--- src/rtl/assert_macros.svh ---
// ---------------------------------------------------------------------------
// Assertion macros
// Shared concurrent assertion forms for the UTF-8 sample validator.
// ---------------------------------------------------------------------------
`ifndef ASSERT_MACROS_SVH
`define ASSERT_MACROS_SVH

// same-cycle implication
`define ASSERT_IMPLY(label, clk, rst_n, ante, cons) \
	label: assert property (@(posedge clk) disable iff (!rst_n) (ante) |-> (cons)) \
		else $error("assertion failed");

// next-cycle implication
`define ASSERT_NEXT(label, clk, rst_n, ante, cons) \
	label: assert property (@(posedge clk) disable iff (!rst_n) (ante) |=> (cons)) \
		else $error("assertion failed");

`endif

--- src/rtl/utf8v_pkg.sv ---
// ---------------------------------------------------------------------------
// utf8v_pkg
// Types, byte-class constants and lead decode for the UTF-8 sample validator.
// ---------------------------------------------------------------------------
package utf8v_pkg;

	localparam logic [7:0] ASCII_TOP = 8'h80;
	localparam logic [7:0] CONT_MASK = 8'hC0;
	localparam logic [7:0] CONT_TAG  = 8'h80;
	localparam logic [7:0] LEAD2_MASK = 8'hE0;
	localparam logic [7:0] LEAD2_TAG  = 8'hC0;
	localparam logic [7:0] LEAD3_MASK = 8'hF0;
	localparam logic [7:0] LEAD3_TAG  = 8'hE0;
	localparam logic [7:0] LEAD4_MASK = 8'hF8;
	localparam logic [7:0] LEAD4_TAG  = 8'hF0;
	localparam logic [7:0] LEAD_MIN   = 8'hC2;
	localparam logic [7:0] LEAD_MAX   = 8'hF4;

	typedef struct packed {
		logic [7:0] data_byte;
		logic       last_byte;
	} beat_t;

	typedef struct packed {
		logic  valid;
		beat_t beat;
	} stage_t;

	typedef struct packed {
		logic still_valid;
		logic char_complete;
		logic sample_done;
		logic final_verdict;
	} result_t;

	function automatic logic [1:0] lead_length(input logic [7:0] b);
		logic [1:0] len;
		begin
			len = 2'd0;
			if (b >= LEAD_MIN && b <= LEAD_MAX) begin
				if ((b & LEAD2_MASK) == LEAD2_TAG)
					len = 2'd1;
				else if ((b & LEAD3_MASK) == LEAD3_TAG)
					len = 2'd2;
				else if ((b & LEAD4_MASK) == LEAD4_TAG)
					len = 2'd3;
			end
			return len;
		end
	endfunction

endpackage

--- src/rtl/utf8v_in_stage.sv ---
// ---------------------------------------------------------------------------
// utf8v_in_stage
// Input register: captures one beat per cycle while in_stall is low and holds it until taken.
// ---------------------------------------------------------------------------
module utf8v_in_stage
	import utf8v_pkg::*;
(
	input  logic       clk,
	input  logic       arst_n,
	input  logic       in_valid,
	output logic       in_stall,
	input  logic [7:0] data_byte,
	input  logic       last_byte,
	input  logic       take,
	output stage_t     stage_s1
);

	logic  valid_s1;
	beat_t beat_s1;

	assign in_stall = valid_s1 && !take;

	always_ff @(posedge clk or negedge arst_n) begin
		if (!arst_n) begin
			valid_s1 <= 1'b0;
		end else if (!in_stall) begin
			valid_s1 <= in_valid;
		end
	end

	always_ff @(posedge clk) begin
		if (!in_stall && in_valid) begin
			beat_s1.data_byte <= data_byte;
			beat_s1.last_byte <= last_byte;
		end
	end

	assign stage_s1.valid = valid_s1;
	assign stage_s1.beat  = beat_s1;

endmodule

--- src/rtl/utf8v_check.sv ---
// ---------------------------------------------------------------------------
// utf8v_check
// Sequence state, per-byte check and result register.
// ---------------------------------------------------------------------------
`include "assert_macros.svh"

module utf8v_check
	import utf8v_pkg::*;
(
	input  logic    clk,
	input  logic    arst_n,
	input  stage_t  stage_s1,
	output logic    take,
	output logic    out_valid,
	input  logic    out_stall,
	output result_t res_s2
);

	logic [1:0] pend_q;
	logic       tent_q;
	logic       conf_q;
	logic       valid_s2;
	logic       can_load;

	logic [1:0] pend_n;
	logic       tent_n;
	logic       conf_n;
	logic       complete;
	logic [1:0] len;
	logic [7:0] b;
	result_t    res_n;

	assign can_load  = !valid_s2 || !out_stall;
	assign take      = stage_s1.valid && can_load;
	assign out_valid = valid_s2;
	assign b         = stage_s1.beat.data_byte;
	assign len       = lead_length(b);

	always_comb begin
		pend_n   = pend_q;
		tent_n   = tent_q;
		conf_n   = conf_q;
		complete = 1'b0;
		if (pend_q != 2'd0) begin
			if ((b & CONT_MASK) != CONT_TAG)
				tent_n = 1'b1;
			pend_n = pend_q - 2'd1;
			if (pend_n == 2'd0) begin
				if (tent_n)
					conf_n = 1'b1;
				else
					complete = 1'b1;
				tent_n = 1'b0;
			end
		end else if (b < ASCII_TOP) begin
			complete = 1'b1;
		end else begin
			if (len == 2'd0)
				conf_n = 1'b1;
			else
				pend_n = len;
			tent_n = 1'b0;
		end

		res_n.still_valid   = !conf_n;
		res_n.char_complete = complete;
		res_n.sample_done   = stage_s1.beat.last_byte;
		res_n.final_verdict = stage_s1.beat.last_byte && !conf_n;

		// clear for the next sample
		if (stage_s1.beat.last_byte) begin
			pend_n = 2'd0;
			tent_n = 1'b0;
			conf_n = 1'b0;
		end
	end

	always_ff @(posedge clk or negedge arst_n) begin
		if (!arst_n) begin
			pend_q   <= 2'd0;
			tent_q   <= 1'b0;
			conf_q   <= 1'b0;
			valid_s2 <= 1'b0;
		end else begin
			if (take) begin
				pend_q <= pend_n;
				tent_q <= tent_n;
				conf_q <= conf_n;
			end
			if (can_load)
				valid_s2 <= stage_s1.valid;
		end
	end

	always_ff @(posedge clk) begin
		if (take)
			res_s2 <= res_n;
	end

	`ASSERT_IMPLY(a_tent_in_seq, clk, arst_n, tent_q, pend_q != 2'd0)
	`ASSERT_NEXT(a_last_clears, clk, arst_n, take && stage_s1.beat.last_byte,
		pend_q == 2'd0 && !tent_q && !conf_q)
	`ASSERT_IMPLY(a_verdict_done, clk, arst_n, valid_s2 && res_s2.final_verdict,
		res_s2.sample_done)
	`ASSERT_IMPLY(a_verdict_match, clk, arst_n, valid_s2 && res_s2.sample_done,
		res_s2.final_verdict == res_s2.still_valid)

endmodule

--- src/rtl/utf8_sample_validator_top.sv ---
// ---------------------------------------------------------------------------
// utf8_sample_validator_top
// UTF-8 validity check over byte samples, one byte per beat.
// ---------------------------------------------------------------------------
// channel  | handshake            | payload
// ---------+----------------------+---------------------------------------------
// input    | in_valid / in_stall  | data_byte, last_byte
// output   | out_valid / out_stall| still_valid, char_complete, sample_done,
//          |                      | final_verdict
//
// One beat per cycle sustained while out_stall is low; a beat passes through the
// input register, then the result register, before its result is presented.
// Reset clears the sequence state and both valid flags; no sample is open.
// A stalled result holds the result register; the input register still takes
// a beat if it is empty, then in_stall rises until the result moves.
// ---------------------------------------------------------------------------
module utf8_sample_validator_top
	import utf8v_pkg::*;
(
	input  logic       clk,
	input  logic       arst_n,
	input  logic       in_valid,
	output logic       in_stall,
	input  logic [7:0] data_byte,
	input  logic       last_byte,
	output logic       out_valid,
	input  logic       out_stall,
	output logic       still_valid,
	output logic       char_complete,
	output logic       sample_done,
	output logic       final_verdict
);

	stage_t  stage_s1;
	result_t res_s2;
	logic    take;

	utf8v_in_stage u_in_stage (
		.clk       (clk),
		.arst_n    (arst_n),
		.in_valid  (in_valid),
		.in_stall  (in_stall),
		.data_byte (data_byte),
		.last_byte (last_byte),
		.take      (take),
		.stage_s1  (stage_s1)
	);

	utf8v_check u_check (
		.clk       (clk),
		.arst_n    (arst_n),
		.stage_s1  (stage_s1),
		.take      (take),
		.out_valid (out_valid),
		.out_stall (out_stall),
		.res_s2    (res_s2)
	);

	assign still_valid   = res_s2.still_valid;
	assign char_complete = res_s2.char_complete;
	assign sample_done   = res_s2.sample_done;
	assign final_verdict = res_s2.final_verdict;

endmodule
--- config.mk ---
export PLATFORM = sky130hd
export DESIGN_NAME = utf8_sample_validator_top
export DESIGN_NICKNAME = d
export VERILOG_FILES = /design/src/rtl/utf8v_pkg.sv /design/src/rtl/utf8v_in_stage.sv /design/src/rtl/utf8v_check.sv /design/src/rtl/utf8_sample_validator_top.sv
export VERILOG_INCLUDE_DIRS = /design/src /design/src/rtl
export SDC_FILE = /design/constraint.sdc
export NUM_CORES = 1
export LEC_CHECK = 0
export BUFFER_PORTS_ARGS = -buffer_cell sky130_fd_sc_hd__buf_2
export CAP_MARGIN = 25
export CELL_PAD_IN_SITES_DETAIL_PLACEMENT = 1
export CELL_PAD_IN_SITES_GLOBAL_PLACEMENT = 2
export CORE_ASPECT_RATIO = 0.7
export CORE_MARGIN = 1
export CORE_UTILIZATION = 33
export DETAILED_ROUTE_END_ITERATION = 8
export HOLD_SLACK_MARGIN = 0.05
export PLACE_DENSITY = 0.76
export SLEW_MARGIN = 20
export SYNTH_ARGS = -nofsm -noshare
export SYNTH_HDL_FRONTEND = slang
export SYNTH_SLANG_ARGS = --single-unit
--- constraint.sdc ---
create_clock -name clk -period 2.1 [get_ports clk]
set_input_delay 0.105 -clock clk [delete_from_list [all_inputs] [get_ports clk]]
set_output_delay 0.105 -clock clk [all_outputs]
set_load 0.02 [all_outputs]
* Word-level counts from Yosys, hierarchy flattened
Cells that the tools add are included.
Storage, ports and cells: flip-flop bits (word level) 19, bits in latches 0, RAM bits 0, ROM bits 0, output and inout bits 6, logic and storage cells 61, memories 0
Cells by class: add/sub/neg operators 1, multipliers 0, div/mod/pow operators 0, order comparisons 3, eq/ne operators 6, shifts and indexed selects 0, muxes and demuxes 24, bitwise gates (word level) 0, reduce and logical (&&, ||, !) cells 16
Operator list (number):
- $mux 1 | 16
- $mux 2 | 8
- $ge 8x8->1 const B | 1
- $le 8x8->1 const B | 1
- $lt 8x8->1 const B | 1
- $ne 3x2->1 const B | 2
- $eq 5x5->1 const B | 1
- $logic_and 1x1->1 | 5
- $logic_not 1->1 | 5
- $eq 4x4->1 const B | 1
- $logic_not 2->1 | 2
- $eq 3x3->1 const B | 1
- $reduce_and 3->1 | 1
- $ne 2x2->1 const B | 1
- $reduce_and 2->1 | 1
- $reduce_bool 2->1 | 1
- $sub 2x1->2 const B | 1
- $logic_or 1x1->1 | 1

* Longest topological paths before layout
Gate-level depths: netlist of the first run.
depth after elaboration 11, gate-level depth with buffers 5

* Cells and area by module
Synthesis of the first run repeated with hierarchy kept, for this count alone.
Second synthesis, totals: cells, all modules 62, area total of the unflattened synthesis 804.5 µm²
By module, submodules not included:
- utf8v_check | instances 1, cells an instance 47, area each 469.2 µm², sequential area each 245.2 µm²
- utf8v_in_stage | instances 1, cells an instance 15, area each 335.3 µm², sequential area each 295.3 µm²

* Worst setup path before layout of the first run
OpenSTA, ideal clock, no wires.
path type reg-to-reg, start point reg u_in_stage.beat_s1 (netlist bit u_in_stage.stage_s1[4]), end point reg, netlist name u_check.res_s2[0], arrival time 1328 ps, required time 1845 ps, setup slack 518 ps, cell stages (with the launch flop) 5, period minus slack after synthesis 1582 ps, cells stage by stage edfxtp_1 > or4_1 > o21ai_1 > a211oi_2 > and2_1
RTL lines:
- from (decl) | RTL line utf8v_in_stage.sv:19 | beat_t beat_s1;

==> qor.csv, run 1 <==
stage,metric,value,unit
outcome,status,finished clean,
worst_setup_path,Critical Path AT,1760,ps
worst_hold_path,worst hold path class,in -> async,
cts,Clock H-tree levels,1,
cts,CTS tree,yes,
finish,final instance area,1070,µm²
cts,total CTS buffers,3,
worst_setup_path,CP Data Required Time,2170,ps
placed_design,port buffer count,18,
global_route,GRT overflow,0,
synthesis,top-count cell post-synth,edfxtp_1,
finish,diode count,0,
routing,DRC,0,
cts,CTS Sinks,19,
synthesis,Main synth FF type,edfxtp_1,
power_and_ir_drop,Pwr Total,0.000765,W
synthesis,Gate Count Post-Synth,61,
power_and_ir_drop,Peak supply drop,0.000422,V
worst_setup_path,cells along the critical path,or4_1 > o21ai_1 > a211oi_2 > and2_1,
die,Die X,60.7,µm
timing,setup TNS,0,ps
finish,P&R area growth vs syn,34.9,%
synthesis,"Seq/Total Area, Yosys",0.678,
global_route,GRT busiest layer,met2,
synthesis,Yosys reg bits,19,
synthesis,leading area contributor after synthesis,edfxtp_1,
synthesis,largest family of logic cells by synthesized area,compound AO/OA/AOI/OAI gates,
synthesis,count of flip-flops with a built-in enable after synthesis,13,
timing,Slew HR,0.752,
placed_design,placed cell count,111,
die,DIE HEIGHT,43.1,µm
global_route,initial antenna violation count,0,
routing,routed vias/inst,4.82,
finish,layout cells sized above 1,0.274,
power_and_ir_drop,Power per Cell Area,712,nW/µm²
die,row cnt,14,
synthesis,synth cell count leaders,"edfxtp_1 (13), dfrtp_1 (6), nor2_1 (5)",
synthesis,post-synthesis mux area share,0.0141,
global_route,routing usage on met3,0.0610,
global_route,largest net degree at the start of global routing,12,
worst_setup_path,CP endpoint,u_check.res_s2[0]$_DFFE_PP_,
routing,drt first pass iters,4,
global_route,GRT met2 Usage,0.262,
routing,antenna-violating nets left,0,
timing,clock skew,2.63,ps
worst_setup_path,CP Max Fanout,4,
routing,via count,612,
synthesis,syn nets,74,
timing,fin. max-slew vios,0,
worst_setup_path,crit path from,u_in_stage.stage_s1[4]$_DFFE_PP_,
placed_design,DP Area,927,µm²
synthesis,Post-Synth XOR/XNOR Area,0,
cts,"Clk Latency, worst-skew pair",300,ps
routing,routed length per instance,13.8,µm
synthesis,Async SR Flop Fraction,0.316,
worst_setup_path,Worst setup EP type,register,
worst_setup_path,R2R Path End,u_check.res_s2[0]$_DFFE_PP_,
cts,"Reg clk slew, reported paths",110,ps
die,Initial Util,0.361,
worst_setup_path,reg2reg start,u_in_stage.stage_s1[4]$_DFFE_PP_,
routing,routed wire length,1.75,mm
timing,post-layout min period,1700,ps
synthesis,complex-gate fraction of the synthesized area,0.151,
die,Boundary Pins,19,
synthesis,Yosys warning total,0,
worst_setup_path,Reg2Reg Depth,4,
synthesis,Synth top area share,0.490,
synthesis,Post-Synth Simple-Gate Area,0.148,
finish,final net count,109,
worst_setup_path,slowest cell delay on critical path,550,ps
finish,fillers,245,
worst_setup_path,reg2reg setup slack,400,ps
power_and_ir_drop,Lkg Pwr,0.443,nW
placed_design,GPL Wtd Cong,0.724,
worst_setup_path,WS Path Type,reg -> reg,
finish,area occupied by multi-input gates,249,µm²
timing,Fmax,0.590,GHz
cts,Max clock buf depth,2,
die,die area,2620,µm²
worst_setup_path,"slowest stage cell, crit path",or4_1,
synthesis,library cells used by synthesis,27,
finish,final core utilization,0.487,
worst_setup_path,Startpoint Class,register,
global_route,global-route wire length before repair,2.90,mm
routing,DR iter-0 viols,8,
timing,Setup Viol. Count Final,0,
job,max cap viols,0,
timing,part of the cycle the worst path needs,0.808,
finish,fin cells,127,
finish,Sequential Area,541,µm²
global_route,Global Route Usage Sum,0.160,
synthesis,Netlist Area Pre-Place,797,µm²
timing,unrepaired setup endpoints after global routing,no,
global_route,vias in the first global route,634,
synthesis,Area contributors post-synth,"edfxtp_1 (49%), dfrtp_1 (19%), nor2_1 (2.4%)",
global_route,met1 usage,0.184,
placed_design,post-DP HPWL,1.22,mm
synthesis,syn avg cell area,13.1,µm²
timing,"Hold Vio Cnt, Final",0,
die,core area,2210,µm²
synthesis,adder-cell share of the synthesized area,0,
timing,Slew @ Worst Pin,372,ps
cts,clk root buf,clkbuf_4,
cts,Post-CTS Resized,0,
## worst min path at each step
stage | startpoint | end | slack [ps] | depth (start not counted)
after floorplan | arst_n | u_check.conf_q$_DFFE_PN0P_ | -190 | 0
after global placement | arst_n | u_check.pend_q[0]$_DFFE_PN0P_ | -50 | 1
after detailed placement | arst_n | u_check.pend_q[1]$_DFFE_PN0P_ | -50 | 1
after CTS | arst_n | u_check.pend_q[1]$_DFFE_PN0P_ | 140 | 2
after global routing | arst_n | u_in_stage.valid_s1$_DFFE_PN0N_ | 180 | 2
final | arst_n | u_check.pend_q[1]$_DFFE_PN0P_ | 160 | 2
## worst max-delay path: cells and delay by family (launching register included)
kind               cells  cell delay, ps
and+or+nand+nor        2             730
DFF                    1             450
AOI/OAI and AO/OA      2             300
## metal layers
metal | wire length [µm] | part of all wire | up-vias
met5 | 0 | 0 | -
met4 | 13 | 0.0074 | 0
met3 | 86 | 0.049 | 2
met2 | 875 | 0.50 | 23
met1 | 776 | 0.44 | 293
li1 | - | - | 294
## cell families (layout without fill, tap and decap cells)
| kind of cell | count (synthesis) | in the layout |
|---|---|---|
| DFF | 19 | 19 |
| and+or+nand+nor | 22 | 22 |
| buffers and inverters | 2 | 36 |
| AOI/OAI and AO/OA | 17 | 17 |
| muxes | 1 | 1 |
## what timing repair did
action	in CTS	in global routing
endpoints found under the hold margin	17	0
buffers inserted	0	0
hold buffers	12	0
## layout by cell type (no fill, tap or decap), types with 2 or more instances in the layout
cell / n
dfrtp_1: 6
nor2b_1: 3
o21ai_0: 2
o21ai_1: 3
clkbuf_4: 3
nand3_1: 2
buf_2: 18
nand2_1: 4
a21o_1: 2
dlygate4sd3_1: 12
nor2_1: 5
and2_1: 2
edfxtp_1: 13
nand2b_1: 2
a21oi_1: 2
## registers in the layout, summed over array words and instances (netlist names)
name	cells
u_check.conf_q	1
u_check.out_valid	1
u_check.pend_q	2
u_check.res_s2	4
u_check.tent_q	1
u_in_stage.stage_s1	9
u_in_stage.valid_s1	1
## report_power, final
part | total (W) | switching, W | internal, W
Combinational | 0.000122 | 0.0000640 | 0.0000582
Sequential | 0.000460 | 0.0000228 | 0.000437
Clock | 0.000183 | 0.000112 | 0.0000710
## layout make-up
| type | instances | area share |
|---|---|---|
| Clock buffer | 3 | 0.0210 |
| Inverter | 2 | 0.00698 |
| Sequential cell | 19 | 0.503 |
| Timing Repair Buffer | 30 | 0.196 |
| Clock inverter | 1 | 0.00466 |
| Multi-Input combinational cell | 40 | 0.232 |
| Tap cell | 32 | 0.0373 |
## stage by stage
stage,worst slack [ps],hold slack (ps)
after CTS,413,141
final,404,159
after global routing,319,176
after global placement,461,-54.1
after floorplan,518,-191
after detailed placement,420,-51.3
Power figures use the tool's default switching activity.
==> run 2: changes to the inputs <==
Settings changed: CORE_UTILIZATION 33 to 30, PLACE_DENSITY 0.76 to 0.73.
Clock period 2.1 ns to 1.5 ns, I/O delays scaled along.
==> qor.csv, run 2 (synthesized netlist as in run 1, its figures left out) <==
stage,metric,value,unit
outcome,status,"complete, but fails checks",
outcome,failing checks,negative setup slack,
placed_design,port buffer count,18,
power_and_ir_drop,combinational power share,0.183,
placed_design,placed cell count,120,
timing,fin. max-slew vios,0,
die,die area,2870,µm²
timing,Fmax,0.626,GHz
finish,layout cells sized above 1,0.371,
routing,DRC,0,
die,Boundary Pins,19,
die,core area,2500,µm²
routing,DR iter-0 viols,4,
worst_setup_path,CP Data Required Time,1520,ps
power_and_ir_drop,Peak supply drop,0.000632,V
routing,drt first pass iters,4,
cts,CTS Sinks,19,
cts,total CTS buffers,3,
timing,Min Hold Slack,183,ps
timing,clock skew,8.48,ps
worst_setup_path,CP Max Fanout,3,
finish,"commonest non-fill, non-tap cell in the layout",buf_2,
worst_setup_path,reg2reg setup slack,-100,ps
finish,final net count,119,
power_and_ir_drop,Pint,0.000913,W
worst_setup_path,reg2reg start,u_in_stage.stage_s1[2]$_DFFE_PP_,
cts,"Clk Latency, worst-skew pair",260,ps
worst_setup_path,Critical Path AT,1610,ps
worst_setup_path,R2R Path End,u_check.res_s2[0]$_DFFE_PP_,
power_and_ir_drop,Power per Cell Area,1030,nW/µm²
global_route,global-route wire length before repair,3.09,mm
cts,CTS tree,yes,
die,DIE HEIGHT,45.1,µm
worst_setup_path,Worst setup EP type,register,
power_and_ir_drop,switching pwr,0.000320,W
finish,diode count,0,
global_route,vias in the first global route,645,
global_route,largest net degree at the start of global routing,13,
finish,"commonest cells after routing, fill and taps aside","buf_2 (18), edfxtp_1 (13), dlygate4sd3_1 (12)",
timing,post-layout min period,1600,ps
timing,setup slack after layout,-98.1,ps
worst_setup_path,Reg2Reg Depth,4,
finish,P&R area growth vs syn,50.5,%
finish,final instance area,1200,µm²
cts,"Reg clk slew, reported paths",80,ps
finish,fin cells,139,
global_route,Global Route Usage Sum,0.151,
placed_design,post-DP HPWL,1.29,mm
global_route,initial antenna violation count,0,
cts,Max clock buf depth,2,
finish,max reg flops,9,
global_route,GRT overflow,0,
die,Die X,63.6,µm
placed_design,GPL Wtd Cong,0.728,
routing,via count,631,
cts,clk root buf,clkbuf_8,
timing,Slew @ Worst Pin,392,ps
routing,routed vias/inst,4.54,
routing,routed length per instance,14.1,µm
routing,routed wire length,1.96,mm
worst_hold_path,worst hold path class,in -> async,
power_and_ir_drop,Seq pwr share,0.516,
routing,antenna-violating nets left,0,
worst_setup_path,WS Path Type,reg -> reg,
die,Initial Util,0.319,
power_and_ir_drop,Lkg Pwr,0.501,nW
placed_design,DP Area,986,µm²
timing,Setup Viol. Count Final,3,
cts,Clock H-tree levels,1,
timing,part of the cycle the worst path needs,1.07,
worst_setup_path,Startpoint Class,register,
timing,"Hold Vio Cnt, Final",0,
placed_design,dpl ws,-84.1,ps
die,row cnt,15,
power_and_ir_drop,switch share,0.260,
power_and_ir_drop,clock power share,0.301,
timing,Slew HR,0.738,
job,max cap viols,0,
timing,unrepaired setup endpoints after global routing,yes,
-- run 2: cell types whose count changed in the layout (fill, tap and decap cells not counted), sizes merged --
cell      before  now
buf           18   28
clkinv         1    0
clkinvlp       0    1
-- run 2: worst max path at each step --
stage,cells past startpoint,start,end
global placement,4,u_in_stage.stage_s1[2]$_DFFE_PP_,u_check.res_s2[0]$_DFFE_PP_
global route,4,u_in_stage.stage_s1[2]$_DFFE_PP_,u_check.res_s2[0]$_DFFE_PP_
floorplan,4,u_in_stage.stage_s1[5]$_DFFE_PP_,u_check.res_s2[0]$_DFFE_PP_
detailed placement,4,u_in_stage.stage_s1[2]$_DFFE_PP_,u_check.res_s2[0]$_DFFE_PP_
finish,4,u_in_stage.stage_s1[2]$_DFFE_PP_,u_check.res_s2[0]$_DFFE_PP_
CTS,4,u_in_stage.stage_s1[3]$_DFFE_PP_,u_check.res_s2[0]$_DFFE_PP_
-- run 2: power groups by stage --
stage	clock network, W	logic [W]	registers [W]
4_1_cts	0.000377	0.000212	0.000636
2_1_floorplan	0	0.0000793	0.000663
3_5_place_dp	0	0.000174	0.000648
5_1_grt	0.000406	0.000248	0.000641
6_report	0.000371	0.000226	0.000636
3_3_place_gp	0	0.000169	0.000647
-- run 2: final cells by class --
class	instances	area, µm²
inverters	2	7.51
clock inverters	1	7.51
fillers	271	1300
clock buffers	3	41.3
flip-flops and latches	19	541
multi-input cells	40	275
repair buffers	40	285
well taps	34	42.5
-- run 2: repair_timing --
item | CTS | global route
pin swaps | 3 | 3
buffers inserted | 2 | 1
hold buffers | 12 | 0
cloned | 0 | 0
gates resized for setup | 1 | 3
endpoints found under the setup margin | 1 | 5
hold endpoints to repair | 17 | 0
-- run 2: worst max-delay path, cell delays in order, from the launching register on --
cell	delay, ps
edfxtp_1	390
or4_4	560
o21ai_4	190
a211oi_4	80
and2_1	140
-- run 2: per-layer routing --
metal | up-vias | global-route usage | part of all wire
li1 | 313 | - | -
met1 | 297 | 0.199 | 0.50
met2 | 19 | 0.245 | 0.45
met3 | 2 | 0.0480 | 0.046
met4 | 0 | 0.0409 | 0.0046
met5 | - | 0 | 0
-- run 2: metrics by stage --
step / total power (W) / setup TNS (ps) / util
after floorplan: 0.000742 / -48.1 / -
after global placement: 0.000817 / -60.6 / 0.395
after detailed placement: 0.000822 / -84.1 / 0.395
after CTS: 0.00123 / -67.2 / 0.470
after global routing: 0.00129 / -299 / 0.481
final: 0.00123 / -159 / 0.481
